[config.mk]
export PLATFORM = sky130hd
export DESIGN_NAME = least_loaded_chunk_assigner_top
export DESIGN_NICKNAME = d
export VERILOG_FILES = /design/src/rtl/llca_pkg.sv /design/src/rtl/llca_select.sv /design/src/rtl/llca_counts.sv /design/src/rtl/least_loaded_chunk_assigner_top.sv
export SDC_FILE = /design/constraint.sdc
export NUM_CORES = 1
export LEC_CHECK = 0
export ABC_AREA = 1
export BUFFER_PORTS_ARGS = -buffer_cell sky130_fd_sc_hd__buf_4
export CAP_MARGIN = 10
export CORE_MARGIN = 4
export CORE_UTILIZATION = 57
export DETAILED_ROUTE_END_ITERATION = 16
export PLACE_DENSITY_LB_ADDON = 0.1
export SYNTH_ARGS = -nofsm -noshare
export SYNTH_HDL_FRONTEND = slang
export SYNTH_SLANG_ARGS = --single-unit
[constraint.sdc]
create_clock -name clk_i -period 8.9 [get_ports clk_i]
set_clock_uncertainty 0.2 [all_clocks]
set_input_delay 1.335 -clock clk_i [delete_from_list [all_inputs] [get_ports clk_i]]
set_output_delay 1.335 -clock clk_i [all_outputs]
set_load 0.02 [all_outputs]
[src/rtl/llca_pkg.sv]
// ----------------------------------------------------------------------------
// llca_pkg
// Shared word types and fixed field widths of the least-loaded chunk assigner.
// ----------------------------------------------------------------------------
package llca_pkg;

  localparam int unsigned CHUNK_W = 16;
  localparam int unsigned MASK_W  = 8;
  localparam int unsigned PEER_W  = 3;
  localparam int unsigned LOAD_W  = 16;
  localparam int unsigned CFG_W   = 4;

  localparam logic [CFG_W-1:0] ACTIVE_PEERS_RESET = 4'd8;

  // One chunk descriptor.
  typedef struct packed {
    logic [CHUNK_W-1:0] chunk_index;
    logic               already_have;
    logic [MASK_W-1:0]  holder_mask;
    logic               first_of_file;
  } in_word_t;

  // One assignment result.
  typedef struct packed {
    logic [CHUNK_W-1:0] chunk_echo;
    logic               assigned;
    logic [PEER_W-1:0]  chosen_peer;
    logic [LOAD_W-1:0]  peer_load;
  } out_word_t;

endpackage

[src/rtl/llca_select.sv]
// ----------------------------------------------------------------------------
// llca_select
// Masked minimum over the peer counters; ties go to the lower peer index.
// ----------------------------------------------------------------------------
module llca_select #(
  parameter int unsigned MAX_PEERS   = 8,
  parameter int unsigned COUNT_WIDTH = 16
) (
  input  logic [MAX_PEERS-1:0]                     eligible_i,
  input  logic [MAX_PEERS-1:0][COUNT_WIDTH-1:0]    counts_i,
  output logic                                     found_o,
  output logic [$clog2(MAX_PEERS)-1:0]             best_o
);

  localparam int unsigned PIDX_W = $clog2(MAX_PEERS);
  localparam int unsigned LEAVES = 1 << PIDX_W;

  logic [2*LEAVES-1:0]                   node_v;
  logic [2*LEAVES-1:0][COUNT_WIDTH-1:0]  node_c;
  logic [2*LEAVES-1:0][PIDX_W-1:0]       node_i;

  // Tournament tree: leaves at LEAVES+p, root at 1; right wins only if
  // strictly smaller, so the lower index keeps ties.
  always_comb begin
    node_v = '0;
    node_c = '0;
    node_i = '0;
    for (int p = 0; p < LEAVES; p++) begin
      node_i[LEAVES+p] = PIDX_W'(p);
      if (p < MAX_PEERS) begin
        node_v[LEAVES+p] = eligible_i[p];
        node_c[LEAVES+p] = counts_i[p];
      end
    end
    for (int k = LEAVES - 1; k >= 1; k--) begin
      if (node_v[2*k+1] && (!node_v[2*k] || (node_c[2*k+1] < node_c[2*k]))) begin
        node_v[k] = 1'b1;
        node_c[k] = node_c[2*k+1];
        node_i[k] = node_i[2*k+1];
      end else begin
        node_v[k] = node_v[2*k];
        node_c[k] = node_c[2*k];
        node_i[k] = node_i[2*k];
      end
    end
  end

  assign found_o = node_v[1];
  assign best_o  = node_i[1];

endmodule

[src/rtl/llca_counts.sv]
// ----------------------------------------------------------------------------
// llca_counts
// Per-peer assignment counters with file-start clear and saturating increment.
// ----------------------------------------------------------------------------
module llca_counts #(
  parameter int unsigned MAX_PEERS   = 8,
  parameter int unsigned COUNT_WIDTH = 16
) (
  input  logic                                  clk_i,
  input  logic                                  rst_ni,
  input  logic                                  fire_i,
  input  logic                                  clear_i,
  input  logic                                  found_i,
  input  logic [$clog2(MAX_PEERS)-1:0]          best_i,
  output logic [MAX_PEERS-1:0][COUNT_WIDTH-1:0] view_o,
  output logic [COUNT_WIDTH-1:0]                load_o
);

  localparam int unsigned PIDX_W = $clog2(MAX_PEERS);

  logic [MAX_PEERS-1:0][COUNT_WIDTH-1:0] cnt_q, cnt_d;
  logic [COUNT_WIDTH-1:0]                base;

  // Counters as the current word sees them: zero when it opens a new file.
  assign view_o = clear_i ? '0 : cnt_q;

  always_comb begin
    base = '0;
    for (int p = 0; p < MAX_PEERS; p++) begin
      if (best_i == PIDX_W'(p)) begin
        base = view_o[p];
      end
    end
  end

  // Hold at the maximum instead of wrapping.
  assign load_o = (base == '1) ? base : base + COUNT_WIDTH'(1);

  always_comb begin
    cnt_d = cnt_q;
    if (fire_i) begin
      cnt_d = view_o;
      for (int p = 0; p < MAX_PEERS; p++) begin
        if (found_i && (best_i == PIDX_W'(p))) begin
          cnt_d[p] = load_o;
        end
      end
    end
  end

  always_ff @(posedge clk_i or negedge rst_ni) begin
    if (!rst_ni) begin
      cnt_q <= '0;
    end else begin
      cnt_q <= cnt_d;
    end
  end

endmodule

[src/rtl/least_loaded_chunk_assigner_top.sv]
// ----------------------------------------------------------------------------
// least_loaded_chunk_assigner_top
// Assigns each missing chunk to the least-loaded active holder peer.
// ----------------------------------------------------------------------------
// Each input word describes one chunk and yields exactly one result word. The
// block takes one word per clock cycle when the output side is not stalled,
// and delivers its result through the input register, then the result
// register. The rate rests on the counter loop: the masked minimum over the
// peer counters, the saturating increment and the counter write-back all
// happen in the single cycle in which a word moves from the input register
// into the result register, so the following word already sees the updated
// counts. A word with first_of_file set clears all counters before it is
// handled. A chunk that is held locally, or that no active peer holds, is
// answered with assigned low, chosen_peer and peer_load zero, and leaves the
// counters alone. The active_peers register (reset value 8) is written
// through the configuration channel, which is always ready; write it only
// while no word is in flight. Mask bits at or above active_peers, and at or
// above MAX_PEERS, are ignored.
module least_loaded_chunk_assigner_top
  import llca_pkg::*;
#(
  parameter int unsigned MAX_PEERS   = 8,
  parameter int unsigned COUNT_WIDTH = 16
) (
  input  logic             clk_i,
  input  logic             rst_ni,
  // input word channel
  input  logic             in_valid_i,
  output logic             in_stall_o,
  input  in_word_t         in_word_i,
  // result word channel
  output logic             out_valid_o,
  input  logic             out_stall_i,
  output out_word_t        out_word_o,
  // configuration write channel
  input  logic             cfg_valid_i,
  output logic             cfg_ready_o,
  input  logic [CFG_W-1:0] cfg_data_i
);

  localparam int unsigned PIDX_W = $clog2(MAX_PEERS);

  logic [CFG_W-1:0] active_q;

  logic      s1_valid_q;
  in_word_t  s1_word_q;
  logic      out_valid_q;
  out_word_t out_word_q, out_word_d;

  logic move;
  logic in_fire;

  logic [MAX_PEERS-1:0]                  eligible;
  logic [MAX_PEERS-1:0][COUNT_WIDTH-1:0] view;
  logic                                  found;
  logic [PIDX_W-1:0]                     best;
  logic [COUNT_WIDTH-1:0]                load;

  // Advance the held word when the result register is empty or being taken.
  assign move       = s1_valid_q && (!out_valid_q || !out_stall_i);
  assign in_stall_o = s1_valid_q && !move;
  assign in_fire    = in_valid_i && !in_stall_o;

  assign cfg_ready_o = 1'b1;

  always_ff @(posedge clk_i or negedge rst_ni) begin
    if (!rst_ni) begin
      active_q <= ACTIVE_PEERS_RESET;
    end else if (cfg_valid_i) begin
      active_q <= cfg_data_i;
    end
  end

  // Input register.
  always_ff @(posedge clk_i or negedge rst_ni) begin
    if (!rst_ni) begin
      s1_valid_q <= 1'b0;
    end else if (in_fire) begin
      s1_valid_q <= 1'b1;
    end else if (move) begin
      s1_valid_q <= 1'b0;
    end
  end

  always_ff @(posedge clk_i) begin
    if (in_fire) begin
      s1_word_q <= in_word_i;
    end
  end

  // A peer competes if it is active, holds the chunk, and the chunk is missing.
  always_comb begin
    eligible = '0;
    for (int p = 0; p < MAX_PEERS; p++) begin
      if ((p < MASK_W) && (p < int'(active_q))) begin
        eligible[p] = !s1_word_q.already_have && s1_word_q.holder_mask[p % MASK_W];
      end
    end
  end

  llca_select #(
    .MAX_PEERS  (MAX_PEERS),
    .COUNT_WIDTH(COUNT_WIDTH)
  ) u_select (
    .eligible_i(eligible),
    .counts_i  (view),
    .found_o   (found),
    .best_o    (best)
  );

  llca_counts #(
    .MAX_PEERS  (MAX_PEERS),
    .COUNT_WIDTH(COUNT_WIDTH)
  ) u_counts (
    .clk_i  (clk_i),
    .rst_ni (rst_ni),
    .fire_i (move),
    .clear_i(s1_word_q.first_of_file),
    .found_i(found),
    .best_i (best),
    .view_o (view),
    .load_o (load)
  );

  always_comb begin
    out_word_d.chunk_echo  = s1_word_q.chunk_index;
    out_word_d.assigned    = found;
    out_word_d.chosen_peer = found ? PEER_W'(best) : '0;
    out_word_d.peer_load   = found ? LOAD_W'(load) : '0;
  end

  // Result register.
  always_ff @(posedge clk_i or negedge rst_ni) begin
    if (!rst_ni) begin
      out_valid_q <= 1'b0;
    end else if (move) begin
      out_valid_q <= 1'b1;
    end else if (!out_stall_i) begin
      out_valid_q <= 1'b0;
    end
  end

  always_ff @(posedge clk_i) begin
    if (move) begin
      out_word_q <= out_word_d;
    end
  end

  assign out_valid_o = out_valid_q;
  assign out_word_o  = out_word_q;

  // The input side stalls only while a word is held and cannot advance.
  a_stall_only_when_held: assert property (@(posedge clk_i) disable iff (!rst_ni)
    in_stall_o |-> (s1_valid_q && out_valid_q && out_stall_i))
    else $error("input stalled without a blocked word");

  // An empty answer carries no peer and no load.
  a_empty_answer: assert property (@(posedge clk_i) disable iff (!rst_ni)
    (out_valid_o && !out_word_o.assigned) |->
      (out_word_o.chosen_peer == '0 && out_word_o.peer_load == '0))
    else $error("unassigned result carries peer or load");

  // A chosen peer is always below the active peer count.
  a_peer_active: assert property (@(posedge clk_i) disable iff (!rst_ni)
    (move && found) |-> (int'(best) < int'(active_q)))
    else $error("inactive peer chosen");

  // A word that advances with a held chunk never assigns.
  a_have_no_assign: assert property (@(posedge clk_i) disable iff (!rst_ni)
    (move && s1_word_q.already_have) |=> (out_valid_o && !out_word_o.assigned))
    else $error("locally held chunk was assigned");

endmodule
==> results summary <==
The largest stage delay on the critical path is approximately 0.45 ns. The standard-cell row count is between 50 and 60. The number of distinct library cell variants in the gate-level netlist after synthesis is 44. The count of pins on the block boundary came out at between 70 and 80. After synthesis the netlist holds a flip-flop and latch count of just under 200. Sequential elements use 35.7% of the synthesized area. For this run the aggregate overflow at the end of global routing stands at 0. The via count of the first global-routing pass was between 10,000 and 15,000.

The endpoint type of the worst setup path is a flop. The worst register-to-register path has a setup slack of 0.60 ns. Prior to clock tree synthesis, the placed netlist has a worst setup slack of roughly 0.22 ns. The leakage component of the power is between 8 and 9 nW. The clock insertion delay at the later pin of the skew report came out at between 0.4 and 0.5 ns.

The number of DRC markers in iteration 0 came out at roughly 1,700. The count of antenna diodes in the layout is 0. The synthesized cell area came out at around 0.015 mm2. The worst hold path passes through 0 cells. The post-synthesis to final-layout area growth is 13.5%. The min-delay analysis places its worst path in the category flop to flop. In the final timing run, aggregate negative setup slack is 0 ns. The number of iterations in the first detailed-routing pass is 6.

The smallest clock period supported by the final layout is computed as 8.30 ns. The number of buffers inserted during clock tree synthesis came out at 17. The count of final setup violators came out at 0. The end point of the worst hold path is out_word_o[27]. On the critical path the largest part of the delay comes from simple AND/OR/NAND/NOR gates. Power spread over the standard cell area amounts to between 300 and 400 mW/mm2. Summed over all instances, the cell type with the most area after synthesis is sky130_fd_sc_hd__dfrtp_1. TritonCTS built the clock tree. On the final layout, the worst hold slack is roughly 0.22 ns. The remaining number of nets flagged by the antenna check after routing is 0. For the pin with the worst max-slew slack, the measured transition is 1.10 ns. Synthesis produced a netlist whose cell count is ~2,100. The number of buffers inserted for hold repair after clock tree synthesis is 0. The post-route netlist has roughly an eighth of its cells at a drive strength greater than 1.

The number of H-tree levels is 4. The final worst-path setup slack is around 0.60 ns. The portion of synthesized area spent on multiplexers is 0.0771%.

The dominant register cell in the synthesized netlist is sky130_fd_sc_hd__dfrtp_1. The share of flip-flops with an asynchronous set or reset is around 68%. The synthesized netlist devotes slightly below 9% of its cell area to adder and majority cells. The simple-gate area share of the yosys netlist came out at a little under a third.

The die area is about 0.028 mm2. The pin count of the biggest net entering global routing came out at 96. Yosys instantiated no cell more often than sky130_fd_sc_hd__nand2_1.

Summing all placed instances gives a cell area of around 0.016 mm2. The data required time at the worst endpoint came out at about 9.0 ns. In the synthesized netlist, the cells that appear most often are 699 x sky130_fd_sc_hd__nand2_1, 222 x sky130_fd_sc_hd__a21oi_1, 190 x sky130_fd_sc_hd__inv_1. The run finished with clean final reports. The first global-routing pass estimated approximately 76 mm of wire. The number of cells on the worst reg-to-reg path is 54.

By area, the combinational part of the netlist is dominated by simple AND/OR/NAND/NOR gates. The clock transition at the registers of the reported paths came out at around 0.09 ns. The largest individual stage delay along the critical path comes from the cell sky130_fd_sc_hd__edfxtp_1.

The vias per cell is 5.98. The worst register-to-register path begins at s1_word_q[0]. With fillers left out, the area of the finished cells amounts to ~0.017 mm2. The synthesis warning total came out at 0. Headroom to the max-slew limit came out at around a quarter. The clock sink count is about 200. The number of antenna violations at the first check in global routing was 0. The startpoint identified for the worst hold timing path is out_word_d[27].

The share of the clock period used by the worst path after layout is between 90% and 100%. The number of buffers between clock root and the deepest sink is 2. The count of buffers inserted at the top-level ports is 72. The number of flops mapped to enable cells by yosys came out at 62. The number of buffers and inverters on the critical path came out at 9.

The endpoint identified for the worst register-to-register timing path is out_word_o[13]. The final layout net count is 2,312. The nature of the critical path startpoint is a flop.

In the post-synthesis netlist, the biggest area contributors are sky130_fd_sc_hd__dfrtp_1 23%, sky130_fd_sc_hd__nand2_1 18%, sky130_fd_sc_hd__edfxtp_1 13%. The filler cell count is approximately 2,300. The synthesized netlist devotes approximately 16% of its cell area to compound gates. Overall power consumption after layout is estimated at ~5.2 mW. The detail-routed net length per standard cell is between 15 and 20 um. The tree is rooted in a sky130_fd_sc_hd__clkbuf_16. The final wirelength came out at around 50 mm.

The xor and xnor fraction of the mapped netlist area came out at less than 1%. The post-synthesis net count is around 2,200. The classification of the worst setup path is flop to flop. In this run the standard cell core region covers between 0.02 and 0.03 mm2. The DRC violation count after routing came out at 0. The final-report max-slew violation count is 0. The peak fanout along the critical path is 17. The die outline height is ~170 um. The top cell type by area accounts for 22.8% of the synthesized area. The final weighted congestion in routability-driven placement came out at roughly 0.95. Across every metal layer, demand over resource in global routing totals between 30% and 40%.

The width of the die is ~170 um. The number of max-cap violations came out at 0. The via total after detailed routing came out at about 15,000. The half-perimeter wire length after detailed placement is between 30 and 40 mm. The fmax came out at about 120 MHz.

Data arrives at the worst endpoint at ~8.4 ns. The count of endpoints failing hold in the final timing report is 0. The effective utilization at floorplan is 58.0%. VDD sags by at most roughly 200 uV. The most numerous cell type found on the critical path is sky130_fd_sc_hd__nand2_1. The mean post-synth cell area came out at 6.94 um2.
## report_power, final
part           switching, mW  internal (mW)  leakage, nW
Sequential             0.155           1.23         2.29
Combinational           2.03          0.933         5.98
Clock                  0.417          0.407        0.296
Total                   2.61           2.57         8.57
## worst max-delay path by stage
stage | startpoint | to | slack (ns) | cells past startpoint
floorplan | s1_word_q[0] | out_word_o[15] | 0.57 | 61
global placement | s1_word_q[0] | u_counts.cnt_q[21] | 0.24 | 51
detailed placement | s1_word_q[0] | u_counts.cnt_q[62] | 0.22 | 51
CTS | s1_word_q[0] | u_counts.cnt_q[62] | 0.17 | 52
global route | s1_word_q[0] | u_counts.cnt_q[41] | -0.02 | 55
finish | s1_word_q[0] | out_word_o[13] | 0.60 | 54
## cells by family after synthesis
kind of cell	Yosys count
AND/OR/NAND/NOR	1059
AO/OA/AOI/OAI	438
buffers and inverters	305
flip-flops	196
adder cells (fa/ha/maj)	103
XOR/XNOR	3
other	1
multiplexers	1
## worst reg2reg max path, delay by kind of cell, from the launching register on
| kind | cells | cell delay, ns |
|---|---|---|
| AND/OR/NAND/NOR | 35 | 3.99 |
| buffers and inverters | 9 | 1.56 |
| AO/OA/AOI/OAI | 7 | 1.16 |
| adder cells (fa/ha/maj) | 3 | 0.87 |
| flip-flops | 1 | 0.45 |
## cells in the final DEF (no fill, tap or decap), types with 6 or more instances in the layout
cell type / synthesis / final
sky130_fd_sc_hd__a21oi_1: 222 / 221
sky130_fd_sc_hd__nand3_1: 78 / 76
sky130_fd_sc_hd__nand2_1: 699 / 694
sky130_fd_sc_hd__inv_1: 190 / 190
sky130_fd_sc_hd__nand4_1: 47 / 47
sky130_fd_sc_hd__nand2_4: 10 / 12
sky130_fd_sc_hd__nand3_4: 1 / 8
sky130_fd_sc_hd__nor2_4: 6 / 7
sky130_fd_sc_hd__clkbuf_16: 0 / 18
sky130_fd_sc_hd__nand2_2: 17 / 18
sky130_fd_sc_hd__nand3_2: 21 / 16
sky130_fd_sc_hd__a31oi_1: 16 / 13
sky130_fd_sc_hd__nor2_1: 170 / 167
sky130_fd_sc_hd__a211oi_1: 8 / 8
sky130_fd_sc_hd__buf_4: 6 / 136
sky130_fd_sc_hd__o21ai_1: 44 / 64
sky130_fd_sc_hd__inv_6: 1 / 6
sky130_fd_sc_hd__dfrtp_1: 133 / 133
sky130_fd_sc_hd__edfxtp_1: 62 / 62
sky130_fd_sc_hd__o21ai_0: 136 / 115
sky130_fd_sc_hd__inv_2: 11 / 10
sky130_fd_sc_hd__ha_1: 103 / 102
## routing by layer
layer,track usage (%),routed length (um),up-vias
met5,0,0,-
met2,53.0,22100,811
li1,-,-,7069
met3,4.53,4060,163
met1,46.5,20300,7000
met4,16.1,2710,0
## flip-flops by register name, indices dropped and copies added (netlist names)
| signal | flops |
|---|---|
| u_counts.cnt_q | 128 |
| out_word_d | 16 |
| active_q | 4 |
| s1_word_q | 10 |
| out_valid_o | 1 |
| s1_valid_q | 1 |
| out_word_o | 36 |
## final cells by class
| cell class | instances | area, um2 | area share, % |
|---|---|---|---|
| Multi-Input combinational cell | 1605 | 8330 | 50.2 |
| Sequential cell | 196 | 5220 | 31.4 |
| Timing Repair Buffer | 147 | 1210 | 7.29 |
| Inverter | 205 | 801 | 4.83 |
| Clock buffer | 18 | 429 | 2.59 |
| Tap cell | 330 | 413 | 2.49 |
| Clock inverter | 14 | 176 | 1.06 |
| Timing Repair inverter | 2 | 17.5 | 0.106 |
## metrics by stage
| step | std cells | utilization, % |
|---|---|---|
| after floorplan | 2106 | - |
| after CTS | 2512 | 64.9 |
| after global routing | 2517 | 65.9 |
| after detailed placement | 2480 | 62.5 |
| after global placement | 2480 | 62.5 |
| final | 2517 | 65.9 |
## repair_timing
action                                 CTS  global route
endpoints found under the hold margin    0             0
gates resized for setup                  0            60
setup endpoints to repair                0           144
buffers inserted                         0             2
No activity file was read; power rests on OpenSTA's default activity.
